**config.mk**
```make
export PLATFORM = sky130hd
export DESIGN_NAME = sms_pdu_septet_unpacker_top
export DESIGN_NICKNAME = d
export VERILOG_FILES = /design/src/design/spsu_pkg.sv /design/src/design/spsu_parser.sv /design/src/design/spsu_result_fifo.sv /design/src/design/sms_pdu_septet_unpacker_top.sv
export SDC_FILE = /design/constraint.sdc
export NUM_CORES = 1
export LEC_CHECK = 0
export BUFFER_PORTS_ARGS = -buffer_cell sky130_fd_sc_hd__buf_2
export CAP_MARGIN = 20
export CORE_MARGIN = 4
export CORE_UTILIZATION = 59
export CTS_CLUSTER_DIAMETER = 120
export DETAILED_ROUTE_END_ITERATION = 10
export HOLD_SLACK_MARGIN = 0.08
export PLACE_DENSITY = 0.77
export RECOVER_POWER = 50
export SYNTH_ARGS = -nofsm -noshare
export SYNTH_HDL_FRONTEND = slang
export SYNTH_HIERARCHICAL = 1
export SYNTH_SLANG_ARGS = --single-unit
```
**constraint.sdc**
```tcl
create_clock -name i_clk -period 10.9 [get_ports i_clk]
set_input_delay 1.09 -clock i_clk [delete_from_list [all_inputs] [get_ports i_clk]]
set_output_delay 1.09 -clock i_clk [all_outputs]
set_load 0.01 [all_outputs]
```
**src/design/spsu_pkg.sv**
```systemverilog
package spsu_pkg;

    // Parser position within the PDU
    typedef enum logic [3:0] {
        PH_FLAGS,
        PH_REF,
        PH_ALEN,
        PH_TYPE,
        PH_ADDR,
        PH_PID,
        PH_DCS,
        PH_UDL,
        PH_DATA,
        PH_DONE
    } t_phase;

    // Result item tags
    typedef enum logic [2:0] {
        K_ALEN  = 3'd0,
        K_DIGIT = 3'd1,
        K_FMT   = 3'd2,
        K_CHAR  = 3'd3,
        K_END   = 3'd4
    } t_kind;

    typedef struct packed {
        t_kind      kind;
        logic [7:0] value;
        logic       last;
    } t_result;

    localparam int MAX_RESULTS = 3;

    // Results made by one octet, in delivery order; count is 0..MAX_RESULTS
    typedef struct packed {
        logic [1:0]                       count;
        t_result [MAX_RESULTS-1:0]        items;
    } t_result_group;

    localparam int RQ_DEPTH = 8;
    localparam int RQ_AW    = 3;

    localparam logic [7:0] HDR_FLAG_MASK = 8'h40;
    localparam logic [3:0] FILLER_NIBBLE = 4'hF;

    // floor(x / 7) == (x * SKIP_RECIP) >> SKIP_RECIP_SHIFT for x below 5461
    localparam logic [11:0] SKIP_RECIP       = 12'd2341;
    localparam int          SKIP_RECIP_SHIFT = 14;

    // Header skip in 7-bit mode: ceil((c + 1) * 8 / 7)
    function automatic logic [8:0] septet_skip(input logic [6:0] c);
        logic [7:0]  c1;
        logic [10:0] x;
        logic [22:0] p;
        c1 = {1'b0, c} + 8'd1;
        x  = {c1, 3'b000} + 11'd6;
        p  = x * SKIP_RECIP;
        return p[SKIP_RECIP_SHIFT +: 9];
    endfunction

endpackage

```
**src/design/spsu_parser.sv**
```systemverilog
module spsu_parser
    import spsu_pkg::*;
(
    input  logic          i_clk,
    input  logic          i_rst_n,
    input  logic          i_take,
    input  logic [7:0]    i_octet,
    input  logic          i_pdu_start,
    output t_result_group o_group
);

    typedef struct packed {
        logic       emit;
        logic [7:0] produced;
        logic [8:0] skip;
    } t_take;

    // Count one decoded character against the declared length and header skip
    function automatic t_take take_char(
        input logic [7:0] c,
        input logic [7:0] produced,
        input logic [8:0] skip,
        input logic [7:0] decl,
        input logic       header,
        input logic       raw
    );
        t_take t;
        t.emit     = 1'b0;
        t.produced = produced;
        t.skip     = skip;
        if (produced < decl) begin
            if (produced == 8'd0 && header) begin
                t.skip = raw ? ({1'b0, c} + 9'd1) : septet_skip(c[6:0]);
            end
            t.emit     = ({1'b0, produced} >= t.skip);
            t.produced = produced + 8'd1;
        end
        return t;
    endfunction

    t_phase     r_phase,    n_phase,    c_phase;
    logic       r_header,   n_header,   c_header;
    logic [7:0] r_addr,     n_addr,     c_addr;
    logic       r_raw,      n_raw,      c_raw;
    logic [7:0] r_decl,     n_decl,     c_decl;
    logic [7:0] r_oct_left, n_oct_left, c_oct_left;
    logic [2:0] r_shift,    n_shift,    c_shift;
    logic [6:0] r_carry,    n_carry,    c_carry;
    logic [7:0] r_produced, n_produced, c_produced;
    logic [8:0] r_skip,     n_skip,     c_skip;

    always_comb begin
        logic [1:0]  idx;
        logic        final_octet;
        logic [10:0] udl_x7;
        logic [2:0]  lsh;
        logic [3:0]  rsh;
        logic [14:0] wide;
        logic [6:0]  c1;
        logic [7:0]  next_carry;
        logic [7:0]  end_len;
        t_take       t1;
        t_take       t2;

        // A start octet sees the parser as if freshly reset
        c_phase    = i_pdu_start ? PH_FLAGS : r_phase;
        c_header   = i_pdu_start ? 1'b0     : r_header;
        c_addr     = i_pdu_start ? 8'd0     : r_addr;
        c_raw      = i_pdu_start ? 1'b0     : r_raw;
        c_decl     = i_pdu_start ? 8'd0     : r_decl;
        c_oct_left = i_pdu_start ? 8'd0     : r_oct_left;
        c_shift    = i_pdu_start ? 3'd1     : r_shift;
        c_carry    = i_pdu_start ? 7'd0     : r_carry;
        c_produced = i_pdu_start ? 8'd0     : r_produced;
        c_skip     = i_pdu_start ? 9'd0     : r_skip;

        n_phase    = c_phase;
        n_header   = c_header;
        n_addr     = c_addr;
        n_raw      = c_raw;
        n_decl     = c_decl;
        n_oct_left = c_oct_left;
        n_shift    = c_shift;
        n_carry    = c_carry;
        n_produced = c_produced;
        n_skip     = c_skip;

        idx         = 2'd0;
        o_group     = '0;
        final_octet = (c_addr <= 8'd2);
        udl_x7      = {i_octet, 3'b000} - {3'b000, i_octet} + 11'd7;
        lsh         = c_shift - 3'd1;
        rsh         = 4'd8 - {1'b0, c_shift};
        wide        = {7'b0, i_octet} << lsh;
        c1          = wide[6:0] | c_carry;
        next_carry  = i_octet >> rsh;
        t1          = '0;
        t2          = '0;
        end_len     = 8'd0;

        case (c_phase)
            PH_FLAGS: begin
                n_header = |(i_octet & HDR_FLAG_MASK);
                n_phase  = PH_REF;
            end
            PH_REF: begin
                n_phase = PH_ALEN;
            end
            PH_ALEN: begin
                n_addr = i_octet;
                o_group.items[idx] = '{kind: K_ALEN, value: i_octet, last: 1'b0};
                idx     = idx + 2'd1;
                n_phase = PH_TYPE;
            end
            PH_TYPE: begin
                n_phase = (c_addr != 8'd0) ? PH_ADDR : PH_PID;
            end
            PH_ADDR: begin
                o_group.items[idx] = '{kind: K_DIGIT, value: {4'h0, i_octet[3:0]},
                                       last: 1'b0};
                idx = idx + 2'd1;
                // drop the filler nibble of an odd digit count
                if (!(final_octet && i_octet[7:4] == FILLER_NIBBLE)) begin
                    o_group.items[idx] = '{kind: K_DIGIT, value: {4'h0, i_octet[7:4]},
                                           last: 1'b0};
                    idx = idx + 2'd1;
                end
                if (final_octet) begin
                    n_addr  = 8'd0;
                    n_phase = PH_PID;
                end else begin
                    n_addr = c_addr - 8'd2;
                end
            end
            PH_PID: begin
                n_phase = PH_DCS;
            end
            PH_DCS: begin
                n_raw = (i_octet != 8'd0);
                o_group.items[idx] = '{kind: K_FMT, value: n_raw ? i_octet : 8'd1,
                                       last: 1'b0};
                idx     = idx + 2'd1;
                n_phase = PH_UDL;
            end
            PH_UDL: begin
                n_decl     = i_octet;
                n_oct_left = c_raw ? i_octet : udl_x7[10:3];
                n_shift    = 3'd1;
                n_carry    = 7'd0;
                n_produced = 8'd0;
                n_skip     = 9'd0;
                if (n_oct_left == 8'd0) begin
                    o_group.items[idx] = '{kind: K_END, value: 8'd0, last: 1'b1};
                    idx     = idx + 2'd1;
                    n_phase = PH_DONE;
                end else begin
                    n_phase = PH_DATA;
                end
            end
            PH_DATA: begin
                if (c_raw) begin
                    t1 = take_char(i_octet, c_produced, c_skip, c_decl, c_header, c_raw);
                    if (t1.emit) begin
                        o_group.items[idx] = '{kind: K_CHAR, value: i_octet, last: 1'b0};
                        idx = idx + 2'd1;
                    end
                    n_produced = t1.produced;
                    n_skip     = t1.skip;
                end else begin
                    t1 = take_char({1'b0, c1}, c_produced, c_skip, c_decl, c_header,
                                   c_raw);
                    if (t1.emit) begin
                        o_group.items[idx] = '{kind: K_CHAR, value: {1'b0, c1},
                                               last: 1'b0};
                        idx = idx + 2'd1;
                    end
                    n_produced = t1.produced;
                    n_skip     = t1.skip;
                    if (c_shift == 3'd7) begin
                        // seventh octet of a group also completes an eighth septet
                        t2 = take_char({1'b0, next_carry[6:0]}, t1.produced, t1.skip,
                                       c_decl, c_header, c_raw);
                        if (t2.emit) begin
                            o_group.items[idx] = '{kind: K_CHAR,
                                                   value: {1'b0, next_carry[6:0]},
                                                   last: 1'b0};
                            idx = idx + 2'd1;
                        end
                        n_produced = t2.produced;
                        n_skip     = t2.skip;
                        n_carry    = 7'd0;
                        n_shift    = 3'd1;
                    end else begin
                        n_carry = next_carry[6:0];
                        n_shift = c_shift + 3'd1;
                    end
                end
                n_oct_left = c_oct_left - 8'd1;
                if (n_oct_left == 8'd0) begin
                    end_len = ({1'b0, c_decl} > n_skip) ? (c_decl - n_skip[7:0]) : 8'd0;
                    o_group.items[idx] = '{kind: K_END, value: end_len, last: 1'b1};
                    idx     = idx + 2'd1;
                    n_phase = PH_DONE;
                end
            end
            default: begin
                n_phase = c_phase;
            end
        endcase
        o_group.count = idx;
    end

    always_ff @(posedge i_clk) begin
        if (!i_rst_n) begin
            r_phase    <= PH_FLAGS;
            r_header   <= 1'b0;
            r_addr     <= 8'd0;
            r_raw      <= 1'b0;
            r_decl     <= 8'd0;
            r_oct_left <= 8'd0;
            r_shift    <= 3'd1;
            r_carry    <= 7'd0;
            r_produced <= 8'd0;
            r_skip     <= 9'd0;
        end else if (i_take) begin
            r_phase    <= n_phase;
            r_header   <= n_header;
            r_addr     <= n_addr;
            r_raw      <= n_raw;
            r_decl     <= n_decl;
            r_oct_left <= n_oct_left;
            r_shift    <= n_shift;
            r_carry    <= n_carry;
            r_produced <= n_produced;
            r_skip     <= n_skip;
        end
    end

endmodule

```
**src/design/spsu_result_fifo.sv**
```systemverilog
module spsu_result_fifo
    import spsu_pkg::*;
(
    input  logic          i_clk,
    input  logic          i_rst_n,
    input  logic          i_push,
    input  t_result_group i_group,
    output logic          o_room,
    output logic          o_valid,
    input  logic          i_stall,
    output t_result       o_data
);

    t_result          r_mem [RQ_DEPTH];
    logic [RQ_AW-1:0] r_wr_ptr;
    logic [RQ_AW-1:0] r_rd_ptr;
    logic [RQ_AW:0]   r_count;
    logic [1:0]       push_n;
    logic             pop;

    assign push_n  = i_push ? i_group.count : 2'd0;
    assign o_valid = (r_count != '0);
    assign pop     = o_valid && !i_stall;
    assign o_data  = r_mem[r_rd_ptr];
    // room for a worst-case octet without looking at this cycle's pop
    assign o_room  = (r_count <= (RQ_AW+1)'(RQ_DEPTH - MAX_RESULTS));

    always_ff @(posedge i_clk) begin
        for (int i = 0; i < MAX_RESULTS; i++) begin
            if (i_push && (2'(i) < i_group.count)) begin
                r_mem[r_wr_ptr + RQ_AW'(i)] <= i_group.items[i];
            end
        end
    end

    always_ff @(posedge i_clk) begin
        if (!i_rst_n) begin
            r_wr_ptr <= '0;
            r_rd_ptr <= '0;
            r_count  <= '0;
        end else begin
            r_wr_ptr <= r_wr_ptr + RQ_AW'(push_n);
            if (pop) begin
                r_rd_ptr <= r_rd_ptr + 1'b1;
            end
            r_count <= r_count + (RQ_AW+1)'(push_n) - (RQ_AW+1)'(pop);
        end
    end

endmodule

```
**src/design/sms_pdu_septet_unpacker_top.sv**
```systemverilog
// SMS PDU septet unpacker. Takes a PDU one octet per item (i_pdu_start marks
// the flags octet of a new PDU and restarts the parser) and reports its parts
// as tagged result items: address length, address digits (low nibble first,
// a trailing 0xF filler dropped), format (1 for 7-bit, else the DCS value),
// message characters and a closing end item carrying the delivered length.
// With DCS zero the user data is unpacked from GSM 7-bit septets; header
// characters are skipped. Octets after the end item yield nothing until the
// next start. Timing: an accepted octet waits in the input register, where it
// is parsed combinationally, and its results enter an 8-entry result queue
// when the octet is taken, once the queue has room; with an empty queue the
// first result shows at the queue output as soon as it is written. An octet can be
// accepted every cycle while the queue holds five or fewer results; the queue
// drains one result per cycle while the output is not stalled, so an octet
// that yields more than one result (each yields 0 to 3) slows the input.
module sms_pdu_septet_unpacker_top
    import spsu_pkg::*;
(
    input  logic       i_clk,
    input  logic       i_rst_n,
    input  logic       i_in_valid,
    output logic       o_in_stall,
    input  logic [7:0] i_octet,
    input  logic       i_pdu_start,
    output logic       o_out_valid,
    input  logic       i_out_stall,
    output logic [2:0] o_kind,
    output logic [7:0] o_value,
    output logic       o_last
);

    // Input register
    logic       r_in_valid;
    logic [7:0] r_octet;
    logic       r_start;

    logic          room;
    logic          take;
    logic          accept;
    t_result_group group;
    t_result       head;

    // Hold the octet while the queue lacks room for its results
    assign take       = r_in_valid && room;
    assign o_in_stall = r_in_valid && !room;
    assign accept     = i_in_valid && !o_in_stall;

    always_ff @(posedge i_clk) begin
        if (!i_rst_n) begin
            r_in_valid <= 1'b0;
        end else if (accept) begin
            r_in_valid <= 1'b1;
        end else if (take) begin
            r_in_valid <= 1'b0;
        end
    end

    always_ff @(posedge i_clk) begin
        if (accept) begin
            r_octet <= i_octet;
            r_start <= i_pdu_start;
        end
    end

    // Parse one octet per cycle while the queue has room, against the running PDU state
    spsu_parser u_parser (
        .i_clk       (i_clk),
        .i_rst_n     (i_rst_n),
        .i_take      (take),
        .i_octet     (r_octet),
        .i_pdu_start (r_start),
        .o_group     (group)
    );

    // Queue results and deliver them one per cycle while the output is not stalled
    spsu_result_fifo u_fifo (
        .i_clk   (i_clk),
        .i_rst_n (i_rst_n),
        .i_push  (take),
        .i_group (group),
        .o_room  (room),
        .o_valid (o_out_valid),
        .i_stall (i_out_stall),
        .o_data  (head)
    );

    assign o_kind  = 3'(head.kind);
    assign o_value = head.value;
    assign o_last  = head.last;

endmodule

```
# After elaboration in Yosys (flattened, before gate mapping)
# Memories as Yosys holds them, arrays and structs flattened. A register that Yosys moved wholly into a read port is not among the register bits.
# Cells that the tools add are included.
# totals
mem_count,1
word_cells,200
mem_bits_rw,96
reg_bits,77
output_inout_bits,14
# classes
shifts,2
n_reduce_logical,25
n_bitwise,1
n_mul,2
add_sub_neg,23
eq_ne,10
magnitude_cmp,15
muxes,105
# mem_list
memory,depth,word_bits,rd,rd_ports_with_merged_regs,write_ports,line,source
u_fifo.r_mem,8,12,1,1,3,spsu_result_fifo.sv:14,t_result r_mem [RQ_DEPTH];
# op_table
cell,n
$mux 18,10
$mux 9,17
$mux 36,3
$mux 12,8
$mux 8,11
$bwmux 36,2
$pmux 12 s5,1
$demux 12 s2,2
$mux 24,2
$pmux 8 s2,3
$mul 11x12->23 const B,2
$pmux 4 s9,1
$add 11x3->11 const B,3
$logic_not 8->1,4
$ge 8x9->1,3
$pmux 12 s2,1
$mux 11,2
$mux 7,3
$mux 2,9
$pmux 9 s2,1
$mux 1,17
$add 7x1->8 const B,2
$add 8x1->8 const B,2
$eq 4x3->1 const B,4
other kinds (41),70

# Logic depth before layout (Yosys ltp)
# Gate-level depths: netlist of run 1.
# depth
depth_word,38
ltp_mapped,61

# Modules after synthesis
# Netlist of run 1, hierarchy kept.
# by_module_without_submodules
module,area_each_um2,cells_each,seq_area_each_um2,n_inst
spsu_parser,10747.8,1431,1141.1,1
spsu_result_fifo,6600.1,719,3143.0,1
sms_pdu_septet_unpacker_top,324.1,14,290.3,1

# Worst setup path after synthesis of run 1
# Ideal clock, no wire load.
# synth_path
kind,reg-to-reg
from,register r_start
to,register u_fifo.r_count[3]
path_stages_with_launch,59
synth_period_minus_slack_ns,11.071
arrival_ns,10.956
path_slack_ns,-0.171
path_cell_list,edfxtp_1 buf_2 clkinv_1 clkbuf_1 buf_1 nand2_1 ha_1 buf_2 clkbuf_1 nand2_1 nor3_1 a21oi_1 inv_1 ha_1 nand3b_1 nor3_1 xor2_1 ha_1 [... 23 more ...] o21ai_0 a221oi_2 o211a_1 ha_1 a21oi_1 a21oi_1 ha_1 mux2i_1 a21o_1 buf_2 nand2_1 ha_1 inv_1 ha_1 a21o_1 a21oi_1 xor2_1 and2_1
# synth_lines
item,line,source
start: declaration,sms_pdu_septet_unpacker_top.sv:34,logic r_start;
start signal: assignment,sms_pdu_septet_unpacker_top.sv:60,r_start <= i_pdu_start;
end signal: assignment,spsu_result_fifo.sv:46,r_count <= r_count + (RQ_AW+1)'(push_n) - (RQ_AW+1)'(pop);
end: declaration,spsu_result_fifo.sv:17,logic [RQ_AW:0] r_count;

==> results of run 1 <==
## registers in the layout (all words and copies together), names as in the netlist, 4 cells and up, named ones only
register             count
r_octet                  8
u_fifo/r_count           4
u_fifo/r_mem            96
u_parser/r_addr          8
u_parser/r_carry         7
u_parser/r_decl          8
u_parser/r_oct_left      8
u_parser/r_phase         4
u_parser/r_produced      8
u_parser/r_skip          9
## kinds of logic (layout without fill, tap and decap cells)
logic type                 count (synthesis)  count (layout)  synth area share (%)
muxes                                     63              63                  5.67
buffers and inverters                    281             299                  6.56
xor gates and xnor gates                  76              76                  3.93
DFF                                      176             176                  25.9
and+or+nand+nor                          829             829                  21.7
AOI/OAI and AO/OA                        509             509                  19.0
adders and majority gates                229             229                  17.2
other                                      1               2                0.0212
## final cells by class
cell class / instances / area share [%]
Clock buffer: 17 / 2.21
Multi-Input combinational cell: 1708 / 63.1
Clock inverter: 15 / 0.961
Timing Repair Buffer: 135 / 4.85
Inverter: 132 / 2.57
Tap cell: 390 / 2.53
Sequential cell: 176 / 23.7
## what timing repair did
action / in CTS / in global routing
pin swaps: 4 / 13
gates resized for setup: 8 / 35
setup buffers: 4 / 21
setup endpoints to repair: 112 / 197
## metrics by stage
stage               hold slack, ns  total power, uW
finish                       0.477             2770
global route                 0.501             2950
CTS                          0.478             2730
detailed placement           0.461             2080
global placement             0.454             2050
floorplan                    0.436             1750
## worst min path at each step
stage	end	cells after the start
final	u_parser/r_skip[4]	2
after global routing	u_parser/r_skip[3]	2
after CTS	u_parser/r_skip[4]	2
after detailed placement	u_parser/r_skip[4]	2
after global placement	u_parser/r_skip[1]	2
after floorplan	u_parser/r_skip[1]	2
## cell usage in the layout (no fill, tap or decap), drive strengths merged, types with 17 or more instances in the layout
master	count
nor3	29
mux2i	18
mux2	17
mux4	28
and2	23
nand2b	25
dfxtp	71
fa	23
nand3	56
a31oi	109
nand2	330
inv	137
a21o	28
nor2b	71
o21ai	94
ha	206
buf	121
xor2	35
nor2	205
a21oi	90
edfxtp	105
clkbuf	31
o21a	17
a22oi	36
xnor2	40
## routing by layer
metal  GRT usage [%]  wire [um]  up-vias
li1                -          -     7759
met5               0          0        -
met4            11.6       1950        0
met3            7.11       7060      179
met1            46.7      23200     7966
met2            52.1      25200     1187
## where the power goes
part | internal [uW] | leakage (uW) | switching [uW]
combinational | 576 | 0.00632 | 793
sequential | 725 | 0.00153 | 28.6
clock | 331 | 0.000292 | 320
## worst min-delay path, cell delays in order (launching register included)
cell	delay, ns
dfxtp_1	0.31
nand3_1	0.05
o21ai_0	0.06
==> impl_metrics.env, run 1 <==
export IMPL_status="finished with violations"
export IMPL_violations="max-capacitance violations, max-slew violations"
export IMPL_fin_skew_ns=0.0208
export IMPL_tightest_slew_ns=2.97
export IMPL_timing_critical_path_mode_cell="ha_1"
export IMPL_setup_ws_ns=0.486
export IMPL_fin_crit_ns=10.41
export IMPL_track_usage_pct=33.5
export IMPL_timing_rr_start="r_start"
export IMPL_ant_nets=0
export IMPL_via_count=17100
export IMPL_worstPathRequired_ns=11.17
export IMPL_die_w_um=181
export IMPL_reg2reg_depth=48
export IMPL_synth_ff_type="edfxtp_1"
export IMPL_critPathKind="flip-flop to flip-flop"
export IMPL_avgSynthCellArea_um2=8.17
export IMPL_hold_violations=0
export IMPL_drv_slew=99
export IMPL_initial_core_util_pct=59.8
export IMPL_place_area_um2=18300
export IMPL_multiInputGateArea_um2=12200
export IMPL_slew_headroom_pct=-98.2
export IMPL_startpoint_type="flip-flop"
export IMPL_synth_edff_count=105
export IMPL_max_freq_mhz=96.0
export IMPL_place_inst=2514
export IMPL_crit_buf_inv=9
export IMPL_slowest_delay_ns=0.61
export IMPL_cts_max_level=4
export IMPL_fin_cells=2573
export IMPL_globalplace_congestion=1.04
export IMPL_hold_path_startpoint="u_parser/r_skip[4]"
export IMPL_place_ws_ns=-0.307
export IMPL_worst_ep_arrival_time_ns=10.68
export IMPL_drtIter0Drc=2581
export IMPL_cp_top_family="compound AO/OA/AOI/OAI gates"
export IMPL_grt_pass1_vias=16200
export IMPL_path_depth=48
export IMPL_die_h_um=181
export IMPL_r2r_end="u_fifo/r_mem[6][6]"
export IMPL_dp_final_hpwl_mm=41.2
export IMPL_io_buffers=26
export IMPL_startpoint="r_start"
export IMPL_synth_top_cells_by_count="nand2_1 (330), ha_1 (206), nor2_1 (204)"
export IMPL_synth_area_leaders="edfxtp_1 (18%), ha_1 (15%), dfxtp_1 (8.0%)"
export IMPL_syn_inst=2164
export IMPL_finalSetupViolations=0
export IMPL_critPathCapture="u_fifo/r_mem[6][6]"
export IMPL_grt_pass1_wl_mm=88.4
export IMPL_grt_overflow_total=0
export IMPL_max_cap_viol_count=2
export IMPL_ff2ff_setup_slack_ns=0.49
export IMPL_wl_mm=57.4
export IMPL_final_period_utilization_pct=95.5
export IMPL_areaGrowthSynthToFinish_pct=9.00
export IMPL_ys_async_sr_fraction_pct=0
export IMPL_cp_max_fo=13
export IMPL_clk_path_buf_depth=2
export IMPL_row_count=63
export IMPL_pwr_density_cell_nw_per_um2=144
export IMPL_stdcell_area_um2=19300
export IMPL_seq_area_um2=4570
export IMPL_ys_warnings_count=6
export IMPL_synth_top_area_cell="edfxtp_1"
export IMPL_ys_ff_latch=176
export IMPL_grt_max_degree=74
export IMPL_fin_util_pct=65.2
export IMPL_peakVddDrop_mv=0.112
export IMPL_wl_per_cell_um=22.3
export IMPL_clock_latency_ns=0.45
export IMPL_hold_class="flip-flop to flip-flop"
export IMPL_total_leakage_power_uw=0.00814
export IMPL_ios=27
export IMPL_synthDistinctLibCells=91
export IMPL_diodes=0
export IMPL_netlist_area_leader_share_pct=17.8
export IMPL_cts_hold_buf=0
export IMPL_endpoint_kind="flip-flop"
export IMPL_cts_tree="yes"
export IMPL_drive_gt1_share_pct=11.5
export IMPL_nets=2412
export IMPL_slowest_stage="or4_4"
export IMPL_fill_cells=2481
export IMPL_yosysMostFrequentCell="nand2_1"
export IMPL_drt_vias_per_instance=6.64
export IMPL_drc=0
export IMPL_drtPass1Iterations=7
export IMPL_synth_area_um2=17700
export IMPL_die_area_um2=32800
export IMPL_cts_root_buffer_cell="clkbuf_16"
export IMPL_core_um2=29600
export IMPL_clkSlewWorstSetupHoldPaths_ns=0.08
export IMPL_antenna_found_initial=0
export IMPL_yosysSeqAreaShare_pct=25.9
export IMPL_tns_ns=0
export IMPL_numCtsBuffers=17
export IMPL_cts_sinks=176
Note: power is estimated with default switching activity, not from simulation.
==> run 2: changes to the inputs <==
--- a/config.mk
+++ b/config.mk
@@ -7,8 +7,10 @@
 export LEC_CHECK = 0
 export BUFFER_PORTS_ARGS = -buffer_cell sky130_fd_sc_hd__buf_2
 export CAP_MARGIN = 20
+export CELL_PAD_IN_SITES_DETAIL_PLACEMENT = 2
+export CELL_PAD_IN_SITES_GLOBAL_PLACEMENT = 2
 export CORE_MARGIN = 4
-export CORE_UTILIZATION = 59
+export CORE_UTILIZATION = 36
 export CTS_CLUSTER_DIAMETER = 120
 export DETAILED_ROUTE_END_ITERATION = 10
 export HOLD_SLACK_MARGIN = 0.08
==> run 2 against run 1 <==
  * The flow now finishes without violations
  * Total power up 7.6%
  * Count of clock-buffer cells in the layout increased by 5
  * Clock power is 2% lower
  * Global-route usage down 6.3 points
  * Clock skew decreased by 0.0033 ns
  * Final cell count up 11%
  * Fmax down 2.7%
  * Sequential share of layout area down 0.89 points
  * Design area increased by 3.9%
  * Non-clock buffer count increased by 22
==> impl_metrics.env, run 2 (synthesis results as in run 1) <==
export IMPL_final_cell_mix="nand2_1 (325), nor2_1 (201), ha_1 (201), inv_1 (126), buf_4 (125)"
export IMPL_fin_crit_ns=10.71
export IMPL_crit_buf_inv=8
export IMPL_max_cap_viol_count=0
export IMPL_grt_pass1_vias=19000
export IMPL_globalplace_congestion=0.924
export IMPL_timing_critical_path_mode_cell="ha_1"
export IMPL_largest_reg_flops=96
export IMPL_via_count=17400
export IMPL_nets=2434
export IMPL_timing_hold_ws_ns=0.481
export IMPL_final_period_utilization_pct=98.2
export IMPL_endpoint_kind="flip-flop"
export IMPL_total_leakage_power_uw=0.00836
export IMPL_clkSlewWorstSetupHoldPaths_ns=0.08
export IMPL_slew_headroom_pct=33.1
export IMPL_core_um2=48100
export IMPL_hold_violations=0
export IMPL_status="finished clean"
export IMPL_fin_util_pct=41.6
export IMPL_worst_ep_arrival_time_ns=11.13
export IMPL_die_h_um=230
export IMPL_drv_slew=0
export IMPL_pwr_density_cell_nw_per_um2=149
export IMPL_ant_nets=0
export IMPL_initial_core_util_pct=36.7
export IMPL_cts_sinks=176
export IMPL_dp_final_hpwl_mm=55.3
export IMPL_io_buffers=26
export IMPL_place_area_um2=18900
export IMPL_track_usage_pct=27.2
export IMPL_drc=0
export IMPL_row_count=80
export IMPL_ios=27
export IMPL_diodes=0
export IMPL_worstPathRequired_ns=11.32
export IMPL_stdcell_area_um2=20000
export IMPL_finalSetupViolations=0
export IMPL_reg_top3="u_fifo/r_mem: 96 flops, u_parser/r_skip: 9 flops"
export IMPL_cp_max_fo=8
export IMPL_drtPass1Iterations=6
export IMPL_grt_pass1_wl_mm=112
export IMPL_peakVddDrop_mv=0.104
export IMPL_drt_vias_per_instance=6.09
export IMPL_cts_root_buffer_cell="clkbuf_16"
export IMPL_hold_class="flip-flop to flip-flop"
export IMPL_grt_overflow_total=0
export IMPL_cts_max_level=4
export IMPL_tightest_slew_ns=1.00
export IMPL_antenna_found_initial=0
export IMPL_numCtsBuffers=17
export IMPL_max_freq_mhz=93.4
export IMPL_areaGrowthSynthToFinish_pct=13.3
export IMPL_wl_mm=75.3
export IMPL_die_w_um=230
export IMPL_startpoint_type="flip-flop"
export IMPL_grt_max_degree=74
export IMPL_total_power_uw=2980
export IMPL_top_register="u_fifo/r_mem"
export IMPL_wl_per_cell_um=26.3
export IMPL_fin_skew_ns=0.0175
export IMPL_mostFrequentLayoutCell="nand2_1"
export IMPL_critPathKind="flip-flop to flip-flop"
export IMPL_cts_tree="yes"
export IMPL_slowest_stage="or4_4"
export IMPL_clock_latency_ns=0.48
export IMPL_tns_ns=0
export IMPL_cp_top_family="adder cells"
export IMPL_drive_gt1_share_pct=14.7
export IMPL_clk_path_buf_depth=2
export IMPL_drtIter0Drc=1077
export IMPL_slowest_delay_ns=0.51
export IMPL_die_area_um2=52700
-- run 2: cell types whose count changed in the layout (fill, tap and decap cells not counted), moves of 5 or more --
| cell | before | now |
|---|---|---|
| buf_4 | 104 | 125 |
| buf_2 | 15 | 22 |
| a21oi_2 | 5 | 11 |
| xor2_2 | 1 | 6 |
| clkbuf_1 | 14 | 7 |
| xnor2_1 | 38 | 33 |
| xnor2_2 | 1 | 6 |
| xor2_1 | 34 | 29 |
| a21oi_1 | 85 | 78 |
| inv_8 | 5 | 0 |
-- run 2: final cells by class --
type / instances / area, um^2
Timing Repair Buffer: 157 / 1150
Clock buffer: 22 / 474
Sequential cell: 176 / 4580
Inverter: 132 / 495
Fill cell: 5400 / 28100
Tap cell: 656 / 821
Clock inverter: 10 / 98.8
Multi-Input combinational cell: 1708 / 12400
-- run 2: tightest hold or removal path, stage by stage, from the launching register on --
cell	delay (ns)
dfxtp_1	0.31
nand3_1	0.05
o21ai_0	0.07
-- run 2: power by group --
part	switching, uW	total [uW]	internal [uW]
clock network	299	635	336
registers	55.8	782	726
logic	903	1570	664
total	1260	2980	1730
-- run 2: worst paths after layout --
path | slack, ns | cells after the start | start | endpoint
worst max-delay path | 0.19 | 49 | r_start | u_fifo/r_count[3]
worst min-delay path | 0.48 | 2 | u_parser/r_skip[3] | u_parser/r_skip[3]
worst max register to register | 0.19 | 49 | r_start | u_fifo/r_count[3]
worst min register to register | 0.48 | 2 | u_parser/r_skip[3] | u_parser/r_skip[3]
-- run 2: layer usage --
layer  vias to the layer above  wire length, um  GRT usage [%]
li1                       7791                -              -
met1                      8946            30100           32.3
met2                       514            39000           50.4
met3                       177             3330           2.96
met4                         0             2950           10.3
met5                         -                0              0
-- run 2: per-stage QoR --
stage                     instances  setup WS [ns]
final                          2861          0.193
after global routing           2861         -0.284
after CTS                      2846         -0.102
after detailed placement       2813         -0.287
after global placement         2812          0.161
after floorplan                2165         0.0514
-- run 2: repair_timing --
item	4_1_cts	5_1_grt
hold buffers	0	0
buffers inserted	1	14
gates resized for setup	13	76
hold endpoints to repair	0	0
pin swaps	1	23
setup endpoints to repair	193	198
==> run 3: changes to the inputs <==
--- a/config.mk
+++ b/config.mk
@@ -5,7 +5,7 @@
 export SDC_FILE = /design/constraint.sdc
 export NUM_CORES = 1
 export LEC_CHECK = 0
-export BUFFER_PORTS_ARGS = -buffer_cell sky130_fd_sc_hd__buf_2
+export BUFFER_PORTS_ARGS = -buffer_cell sky130_fd_sc_hd__clkbuf_2
 export CAP_MARGIN = 20
 export CELL_PAD_IN_SITES_DETAIL_PLACEMENT = 2
 export CELL_PAD_IN_SITES_GLOBAL_PLACEMENT = 2
==> run 3 against run 2 <==
  * Routed wire length is 1.5% higher
  * The flow now finishes with violations (max-capacitance violations, max-slew violations)
  * Hold slack gained 0.0050 ns
  * Combinational power up 5%
  * Die area stayed put
  * Highest routed layer unchanged
  * Via count down 0.49%
  * Core utilization shrank 0.060 points
  * Register-to-register slack better by 0.099 ns
  * Largest power group unchanged
  * Global-route usage is 0.52 points higher
==> impl_metrics.env, run 3 (synthesis results as in run 1) <==
export IMPL_status="finished with violations"
export IMPL_violations="max-capacitance violations, max-slew violations"
export IMPL_p_int_uw=1760
export IMPL_peakVddDrop_mv=0.120
export IMPL_total_leakage_power_uw=0.00833
export IMPL_grt_pass1_vias=18900
export IMPL_max_freq_mhz=94.3
export IMPL_finalSetupViolations=0
export IMPL_drv_slew=25
export IMPL_tightest_slew_ns=1.89
export IMPL_cts_sinks=176
export IMPL_drive_gt1_share_pct=13.7
export IMPL_diodes=0
export IMPL_wl_mm=76.4
export IMPL_fin_skew_ns=0.0132
export IMPL_dp_final_hpwl_mm=56.3
export IMPL_ios=27
export IMPL_clk_path_buf_depth=2
export IMPL_clkPwrFrac_pct=20.4
export IMPL_globalplace_congestion=0.906
export IMPL_initial_core_util_pct=36.7
export IMPL_hold_class="flip-flop to flip-flop"
export IMPL_combPwrFrac_pct=54.1
export IMPL_areaGrowthSynthToFinish_pct=13.1
export IMPL_nets=2440
export IMPL_final_cell_mix="nand2_1 (326), nor2_1 (203), ha_1 (200), buf_4 (126), inv_1 (124)"
export IMPL_drtPass1Iterations=5
export IMPL_reg_top3="u_fifo/r_mem: 96 flops, u_parser/r_skip: 9 flops"
export IMPL_slowest_delay_ns=0.58
export IMPL_mostFrequentLayoutCell="nand2_1"
export IMPL_fill_cells=5457
export IMPL_startpoint_type="flip-flop"
export IMPL_grt_overflow_total=0
export IMPL_pwr_density_cell_nw_per_um2=153
export IMPL_total_power_uw=3060
export IMPL_timing_critical_path_mode_cell="ha_1"
export IMPL_row_count=80
export IMPL_endpoint_kind="flip-flop"
export IMPL_slowest_stage="mux4_2"
export IMPL_max_cap_viol_count=1
export IMPL_worst_ep_arrival_time_ns=11.05
export IMPL_clkSlewWorstSetupHoldPaths_ns=0.08
export IMPL_tns_ns=0
export IMPL_grt_pass1_wl_mm=113
export IMPL_fin_util_pct=41.5
export IMPL_antenna_found_initial=0
export IMPL_hold_violations=0
export IMPL_wl_per_cell_um=26.7
export IMPL_drc=0
export IMPL_cp_max_fo=12
export IMPL_final_period_utilization_pct=97.3
export IMPL_switching_share_pct=42.5
export IMPL_core_um2=48100
export IMPL_die_w_um=230
export IMPL_numCtsBuffers=17
export IMPL_pwr_share_seq_pct=25.5
export IMPL_critPathKind="flip-flop to flip-flop"
export IMPL_track_usage_pct=27.7
export IMPL_cts_max_level=4
export IMPL_slew_headroom_pct=-26.0
export IMPL_fin_crit_ns=10.61
export IMPL_drtIter0Drc=938
export IMPL_drt_vias_per_instance=6.05
export IMPL_grt_max_degree=74
export IMPL_timing_hold_ws_ns=0.486
export IMPL_top_register="u_fifo/r_mem"
export IMPL_io_buffers=26
export IMPL_die_h_um=230
export IMPL_worstPathRequired_ns=11.34
export IMPL_switchingPower_uw=1300
export IMPL_cts_root_buffer_cell="clkbuf_16"
export IMPL_largest_reg_flops=96
export IMPL_via_count=17300
export IMPL_ant_nets=0
export IMPL_clock_latency_ns=0.50
export IMPL_cts_tree="yes"
export IMPL_die_area_um2=52700
run 3: final cells by class:
| class | count | area [um^2] | share of cell area, % |
|---|---|---|---|
| clock buffer | 21 | 440 | 2.20 |
| clock inverter | 11 | 105 | 0.526 |
| inverter | 132 | 495 | 2.48 |
| multi-input combinational | 1708 | 12400 | 61.9 |
| sequential | 176 | 4570 | 22.9 |
| tap | 656 | 821 | 4.11 |
| timing repair buffer | 163 | 1180 | 5.88 |
run 3: worst max-delay path: cells and delay by family (launching register included):
family | cells | cell delay (ns)
flops | 1 | 0.46
compound gates | 19 | 3.66
buf+inv | 5 | 0.52
fa+ha+maj | 11 | 3.21
xor+xnor | 2 | 0.36
mux | 3 | 0.89
simple gates | 9 | 1.41
run 3: repair_timing:
action / in CTS / in global routing
pin swaps: 2 / 32
buffers inserted: 4 / 12
hold buffers: 0 / 0
setup endpoints to repair: 192 / 198
gates cloned: 0 / 0
gates resized for setup: 10 / 77
run 3: power groups by stage:
| stage | sequential, uW | combinational, uW | clock, uW |
|---|---|---|---|
| after detailed placement | 797 | 1420 | 0 |
| after global placement | 795 | 1340 | 0 |
| after CTS | 782 | 1440 | 637 |
| final | 781 | 1650 | 625 |
| after floorplan | 755 | 993 | 0 |
| after global routing | 788 | 1810 | 664 |
run 3: final timing paths:
check,start,to,slack [ns],cells past startpoint
worst max-delay path,r_start,u_fifo/r_count[3],0.29,49
worst min-delay path,u_parser/r_skip[3],u_parser/r_skip[3],0.49,2
worst max register to register,r_start,u_fifo/r_count[3],0.29,49
worst min register to register,u_parser/r_skip[3],u_parser/r_skip[3],0.49,2
run 3: stage by stage:
stage	cell area (um^2)	std cells	worst slack, ns
after floorplan	17700	2165	0.0514
after global placement	18900	2818	0.184
after detailed placement	18900	2819	-0.290
after CTS	19600	2855	0.00627
after global routing	20000	2867	-0.130
final	20000	2867	0.292
run 3: metal layers:
layer	global-route usage, %	up-vias	share of wire, %	wire length, um
li1	-	7792	-	-
met1	32.5	8947	41	31200
met2	50.9	427	51	39200
met3	3.60	176	3.6	2740
met4	11.6	0	4.2	3230
met5	0	-	0	0
